## src/quadratic_root_solver_top_assert.svh

```systemverilog
// assertion macros for the quadratic root solver
`ifndef QUADRATIC_ROOT_SOLVER_TOP_ASSERT_SVH
`define QUADRATIC_ROOT_SOLVER_TOP_ASSERT_SVH

// implication checked on every clock edge outside reset
`define QRS_ASSERT_IMPLY(label, ante, cons, msg) \
	label: assert property (@(posedge clk) disable iff (!arst_n) (ante) |-> (cons)) \
		else $error(msg);

// condition that must hold on every clock edge outside reset
`define QRS_ASSERT_ALWAYS(label, cond, msg) \
	label: assert property (@(posedge clk) disable iff (!arst_n) (cond)) \
		else $error(msg);

`endif

```

## src/qrs_pkg.sv

```systemverilog
// types and constants shared by the quadratic root solver
package qrs_pkg;
	localparam int CoefW = 16;
	localparam int FracW = 16;
	localparam int RootW = 40;
	localparam int DiscW = 2 * CoefW + 2;
	localparam int RadW  = DiscW + 2 * FracW;
	localparam int SqW   = RadW / 2;
	localparam int NbW   = CoefW + FracW + 1;
	localparam int NumW  = SqW + 2;
	localparam int DenW  = CoefW + 1;

	localparam logic [1:0] CntNone = 2'd0;
	localparam logic [1:0] CntOne  = 2'd1;
	localparam logic [1:0] CntTwo  = 2'd2;

	typedef struct packed {
		logic signed [CoefW-1:0] coef_sq;
		logic signed [CoefW-1:0] coef_lin;
		logic signed [CoefW-1:0] coef_const;
	} qrs_in_t;

	typedef struct packed {
		logic [1:0]              root_count;
		logic signed [RootW-1:0] root_plus;
		logic signed [RootW-1:0] root_minus;
		logic                    lead_zero;
	} qrs_out_t;

	// side data that rides along with the square root
	typedef struct packed {
		logic [1:0]            cnt;
		logic                  lead_zero;
		logic signed [NbW-1:0] nb;
		logic signed [DenW-1:0] den;
	} qrs_meta_t;

	// side data that rides along with the divider
	typedef struct packed {
		logic [1:0] cnt;
		logic       lead_zero;
		logic       neg_p;
		logic       neg_m;
	} qrs_tag_t;
endpackage

```

## src/qrs_disc.sv

```systemverilog
// products and discriminant, two register stages
module qrs_disc import qrs_pkg::*; (
	input  logic             clk,
	input  logic             arst_n,
	input  logic             in_vld,
	input  qrs_in_t          in_beat,
	output logic             out_vld,
	output logic [RadW-1:0]  rad,
	output qrs_meta_t        meta
);
	logic                     vld_s1;
	logic signed [2*CoefW-1:0] bsq_s1;
	logic signed [2*CoefW-1:0] ac_s1;
	logic signed [CoefW-1:0]  a_s1;
	logic signed [CoefW-1:0]  b_s1;
	logic signed [DiscW-1:0]  disc;
	logic [1:0]               cnt;

	always_ff @(posedge clk or negedge arst_n) begin
		if (!arst_n) begin
			vld_s1 <= 1'b0;
		end else begin
			vld_s1 <= in_vld;
		end
	end

	always_ff @(posedge clk) begin
		bsq_s1 <= (2*CoefW)'(in_beat.coef_lin) * (2*CoefW)'(in_beat.coef_lin);
		ac_s1  <= (2*CoefW)'(in_beat.coef_sq) * (2*CoefW)'(in_beat.coef_const);
		a_s1   <= in_beat.coef_sq;
		b_s1   <= in_beat.coef_lin;
	end

	always_comb begin
		disc = DiscW'(bsq_s1) - (DiscW'(ac_s1) <<< 2);
		if (disc > 0) begin
			cnt = CntTwo;
		end else if (disc == 0) begin
			cnt = CntOne;
		end else begin
			cnt = CntNone;
		end
	end

	always_ff @(posedge clk or negedge arst_n) begin
		if (!arst_n) begin
			out_vld <= 1'b0;
		end else begin
			out_vld <= vld_s1;
		end
	end

	always_ff @(posedge clk) begin
		rad            <= disc[DiscW-1] ? '0 : {disc, {(2*FracW){1'b0}}};
		meta.cnt       <= cnt;
		meta.lead_zero <= (a_s1 == 0);
		meta.nb        <= -(NbW'(b_s1) <<< FracW);
		meta.den       <= DenW'(a_s1) <<< 1;
	end
endmodule

```

## config.mk

```make
export PLATFORM = sky130hd
export DESIGN_NAME = qrs_disc
export DESIGN_NICKNAME = d
export VERILOG_FILES = /design/src/quadratic_root_solver_top_assert.svh /design/src/qrs_pkg.sv /design/src/qrs_disc.sv
export SDC_FILE = /design/constraint.sdc
export NUM_CORES = 2
export LEC_CHECK = 0
export BUFFER_PORTS_ARGS = -buffer_cell sky130_fd_sc_hd__buf_4
export CORE_MARGIN = 4
export CORE_UTILIZATION = 50
export CTS_CLUSTER_DIAMETER = 200
export DETAILED_ROUTE_END_ITERATION = 7
export PLACE_DENSITY = 0.73
export RECOVER_POWER = 25
export SETUP_SLACK_MARGIN = 0.5
export SYNTH_ARGS = -nofsm -noshare
export SYNTH_HDL_FRONTEND = slang
export SYNTH_SLANG_ARGS = --single-unit
```

## constraint.sdc

```tcl
create_clock -name clk -period 3.3 [get_ports clk]
set_input_delay 0.495 -clock clk [delete_from_list [all_inputs] [get_ports clk]]
set_output_delay 0.495 -clock clk [all_outputs]
set_load 0.02 [all_outputs]
```

Yosys cells after proc, flatten, opt, wreduce, memory -nomap -nowiden --
Cells that the tools add are included.
Word-level totals: register bits 216, bits in latches 0, bits in writable memories 0, ROM bits 0, input bits 51, output and inout bits 120, memories kept 0
Cells by class: add/sub/neg operators 2, multiply operators 2, divide/modulo/power cells 0, $lt $le $gt $ge 1, equality and inequality tests 0, shift-type cells 0, multiplexer cells 1, bitwise logic cells 0, reductions and logical operators 2
Operators with widths (count):
- $mul A16 B16 Y32 | 2
- $gt A34 B1 Y1 const B | 1
- $logic_not A34 Y1 | 1
- $sub A32 B34 Y34 | 1
- $neg A32 Y33 | 1
- $logic_not A32 Y1 | 1
- $mux W1 | 1

Depth between registers and ports, before layout --
depth after elaboration 3, gate-level depth with buffers 26

Worst setup path before layout --
OpenSTA, ideal clock, no wires.
kind input -> register, from input in_beat[31] (netlist name), to register bsq_s1[31], library setup time 0.129 ns, data arrival time 6.430 ns, slack -3.259 ns, cell stages on the path 22, buffers on the path 2, path through clkbuf_1 > inv_1 > buf_1 > nor2_1 > fa_1 > fa_1 > fa_1 > fa_1 > fa_1 > inv_1 > fa_1 > inv_1 > ha_1 > a21o_1 > a21oi_1 > nor3b_1 > o211ai_1 > a31oi_1 > nor2b_1 > o21a_1 > o41ai_1 > xnor2_1
Between the ends: word-level cells in the longest chain between the ends 1
Ends and longest elaborated chain:
- from (decl) | RTL line qrs_disc.sv:6 | input qrs_in_t in_beat,
- $mul A16 B16 Y32 | RTL line qrs_disc.sv:28 | bsq_s1 <= (2*CoefW)'(in_beat.coef_lin) * (2*CoefW)'(in_beat.coef_lin);
- to (signal assigned) | RTL line qrs_disc.sv:28
- to (decl) | RTL line qrs_disc.sv:12 | logic signed [2*CoefW-1:0] bsq_s1;
Every way passes these cells. A chain may end at the register's enable or synchronous reset.

Final worst setup path --
from input in_beat[18] (netlist name), to register bsq_s1[30]
Same word-level chain as after synthesis.

==> impl_metrics.json <==
{
  "pre_cts_ws_ns": -3.03,
  "drc_errors": 0,
  "tritoncts_num_sinks": 164,
  "grt.total_usage": 0.248,
  "criticalPathCategory": "in -> reg",
  "hp-class": "in -> reg",
  "cts_htree_levels": 4,
  "grt_max_degree": 17,
  "vias": 19700,
  "fmax_ghz": 0.178,
  "cp-start-kind": "input port",
  "die_w_microns": 230,
  "place_inst": 3785,
  "numCtsBuffers": 17,
  "grt_pass1_vias": 21900,
  "rr_worst_depth": 15,
  "dr.pass1.iters": 5,
  "area_growth_pct": 35.7,
  "netlist.area_leader.share": 0.404,
  "antenna_cells": 0,
  "slew_headroom": 0.466,
  "yosysWarnings": 0,
  "rows": 81,
  "place_hpwl_microns": 51500,
  "synth_top_area_cell": "fa_1",
  "syn_area_sq_um": 24800,
  "fin_cells": 3921,
  "finalWorstSetupSlack_ns": -2.32,
  "io_pins": 171,
  "synth-seq-cells": 164,
  "r2r_end": "meta[51]",
  "cpMostUsedCell": "fa_1",
  "cts_tree": "yes",
  "drive_above_1_share": 0.333,
  "min_period_over_period": 1.70,
  "design.core.area_sq_um": 49000,
  "clk_latency_ns": 0.47,
  "r2r_setup_slack_ns": -0.24,
  "synth_area_per_cell_sq_um": 9.32,
  "worstPathCellList": "buf_12 > buf_8 > and2_4 > buf_4 > fa_1 > fa_1 > ha_2 > inv_1 > fa_1 > inv_2 > fa_1 > fa_1 > ha_4 > or3_1 > o31a_1 > a2111oi_4 > o31ai_2 > nand2_1 > nand2_1 > a32o_2 > a41oi_2 > o41ai_2",
  "clockRootBuffer": "clkbuf_16",
  "crit_path_max_incr_delay_ns": 0.51,
  "wl_per_cell_microns": 16.4,
  "port_buffers": 119,
  "grt_pass1_wl_microns": 106000,
  "outcome": "complete, but fails checks",
  "gp_routability_congestion": 0.895,
  "fp.dieH_microns": 230,
  "ys_types": 74,
  "async_reset_ff_frac": 0.0122,
  "synth_area_leaders": "fa_1 (40%), dfxtp_1 (13%), ha_1 (10%)",
  "critical_path_depth": 22,
  "initial_core_util": 0.506,
  "whs_path_depth": 1,
  "endpoint_kind": "flop",
  "worst_pin_slew_ns": 0.794,
  "cp.arrival_ns": 5.98,
  "fillCellCount": 3685,
  "path_clk_slew_ns": 0.07,
  "r2r-start": "ac_s1[1]",
  "max_cap_violations": 0,
  "cp-endpoint": "bsq_s1[30]",
  "critPathBufInv": 5,
  "antenna_found_initial": 1,
  "vias_per_cell": 5.03,
  "cp.required_ns": 3.65,
  "syn_inst": 2656,
  "die-area_sq_um": 53100,
  "critPathLaunch": "in_beat[18]",
  "skew_ns": 0.0123,
  "crit_slowest_cell": "fa_1",
  "ys.flop_type": "dfxtp_1",
  "rsz0062_at_grt": "true",
  "finalSetupViolations": 71,
  "crit_family": "adder cells",
  "wl_microns": 64400,
  "ant_nets": 0,
  "failed_checks": "setup timing",
  "grt.overflow.total": 0,
  "cp_max_fo": 7,
  "ctsLongestPathBuffers": 2,
  "hold_viol_final": 0,
  "period_minus_slack_ns": 5.62,
  "yosysSeqAreaShare": 0.133,
  "synth_enable_flop_cells": 0,
  "maxSlewViolCount": 0,
  "drt-initial-drc-count": 1064,
  "nets": 3994
}
-- synth_stat cells, types with 4 or more instances --
cell / count
nand3b_1: 4
and2_1: 177
nand3_1: 17
o21a_1: 25
xor2_1: 32
o21ai_0: 46
nand4_1: 6
o211ai_1: 8
nor4_1: 15
buf_4: 51
o21bai_1: 11
nor2b_1: 8
and4_1: 5
a31o_2: 6
nor2_1: 116
a21oi_1: 68
ha_1: 199
nor3_1: 27
dfxtp_1: 162
or2_2: 4
a21o_1: 30
inv_1: 649
o31ai_1: 4
a211oi_1: 12
clkbuf_1: 67
nand2b_1: 22
a31oi_1: 11
fa_1: 499
and3_1: 10
nand2_1: 227
or3_1: 6
xnor2_1: 70
-- through the flow --
stage	area [sq um]	hold WS [ns]	utilization	setup TNS (ns)
after global routing	33600	0.126	0.686	-97.01
after global placement	30100	0.277	0.615	-109.42
final	33600	0.146	0.686	-86.05
after floorplan	26200	0.199	-	-88.71
after detailed placement	30100	0.278	0.615	-112.94
after CTS	32700	0.0984	0.667	-80.71
-- routing by layer --
layer	vias up	GRT usage	routed length [microns]
met5	-	0	0
met3	108	0.0364	3190
met1	10000	0.319	25900
met2	477	0.439	33900
li1	9087	-	-
met4	0	0.0679	1400
-- logic make-up after synthesis --
| logic type | Yosys count | synth area share |
|---|---|---|
| buf+inv | 770 | 0.125 |
| fa+ha+maj | 698 | 0.504 |
| simple gates | 658 | 0.131 |
| compound gates | 258 | 0.0686 |
| flops | 164 | 0.133 |
| xor+xnor | 102 | 0.0361 |
| mux | 5 | 0.00212 |
| other cells | 1 | 0.000151 |
-- cell usage in the layout, fill, tap and decap left out, types with 9 or more instances in the layout --
master     Yosys  final
dfxtp_1      162    154
ha_4           0     57
buf_6          0     84
nand2_1      227    190
xnor2_1       70     58
clkbuf_1      67      9
a21oi_1       68     41
and2_4         0     40
nand2_2        0     26
buf_4         51    495
xnor2_2        0     12
nor2_1       116     77
buf_12         0     27
fa_2           0     28
nand2b_1      22     20
a21o_1        30     30
a21oi_2        0     22
inv_1        649    586
ha_1         199    134
o21bai_1      11      9
o21a_1        25     24
nor4_1        15     10
nand2_4        0     11
xor2_1        32     30
conb_1         1     51
fa_1         499    471
buf_8          0     19
nor2_4         0     27
clkbuf_16      0     18
nand3_1       17     13
nor3_1        27     18
and2_1       177    137
o21ai_0       46     20
nor2_2         0     12
o21ai_1        2     11
inv_2          0     59
o21ai_2        0     15
-- worst reg2reg max path, delay by kind of cell (launching register included) --
family | cells | cell delay [ns]
and+or+nand+nor | 6 | 1.21
adders and majority gates | 1 | 0.21
muxes | 1 | 0.38
buffers and inverters | 4 | 0.52
DFF | 1 | 0.36
AOI/OAI and AO/OA | 3 | 0.81
-- final cells by class --
cell class / instances / area, sq um / area share
Inverter: 649 / 2450 / 0.0730
Sequential cell: 164 / 3300 / 0.0984
Clock buffer: 19 / 443 / 0.0132
Tap cell: 664 / 831 / 0.0247
Multi-Input combinational cell: 1772 / 20700 / 0.618
Timing Repair Buffer: 641 / 5680 / 0.169
Clock inverter: 12 / 123 / 0.00365
-- state kept, by name, indices dropped and copies added (netlist names) --
register,flops
a_s1,16
ac_s1,32
b_s1,16
out_vld,1
rad,32
vld_s1,1
bsq_s1,30
meta,36
-- how the worst min path moves through the flow --
stage / startpoint / to
2_1_floorplan: arst_n / out_vld
3_3_place_gp: arst_n / out_vld
3_5_place_dp: arst_n / out_vld
4_1_cts: in_vld / vld_s1
5_1_grt: in_vld / vld_s1
6_report: in_vld / vld_s1
-- repair_timing --
item / 4_1_cts / 5_1_grt
buffers inserted: 64 / 35
hold buffers: 1 / 0
pin swaps: 219 / 171
gates cloned: 4 / 1
endpoints found under the setup margin: 88 / 89
endpoints found under the hold margin: 2 / 0
resized for setup: 355 / 161
Power is not shown: default switching activity piles up to over one toggle a cycle in this logic, so the estimate is an artifact.
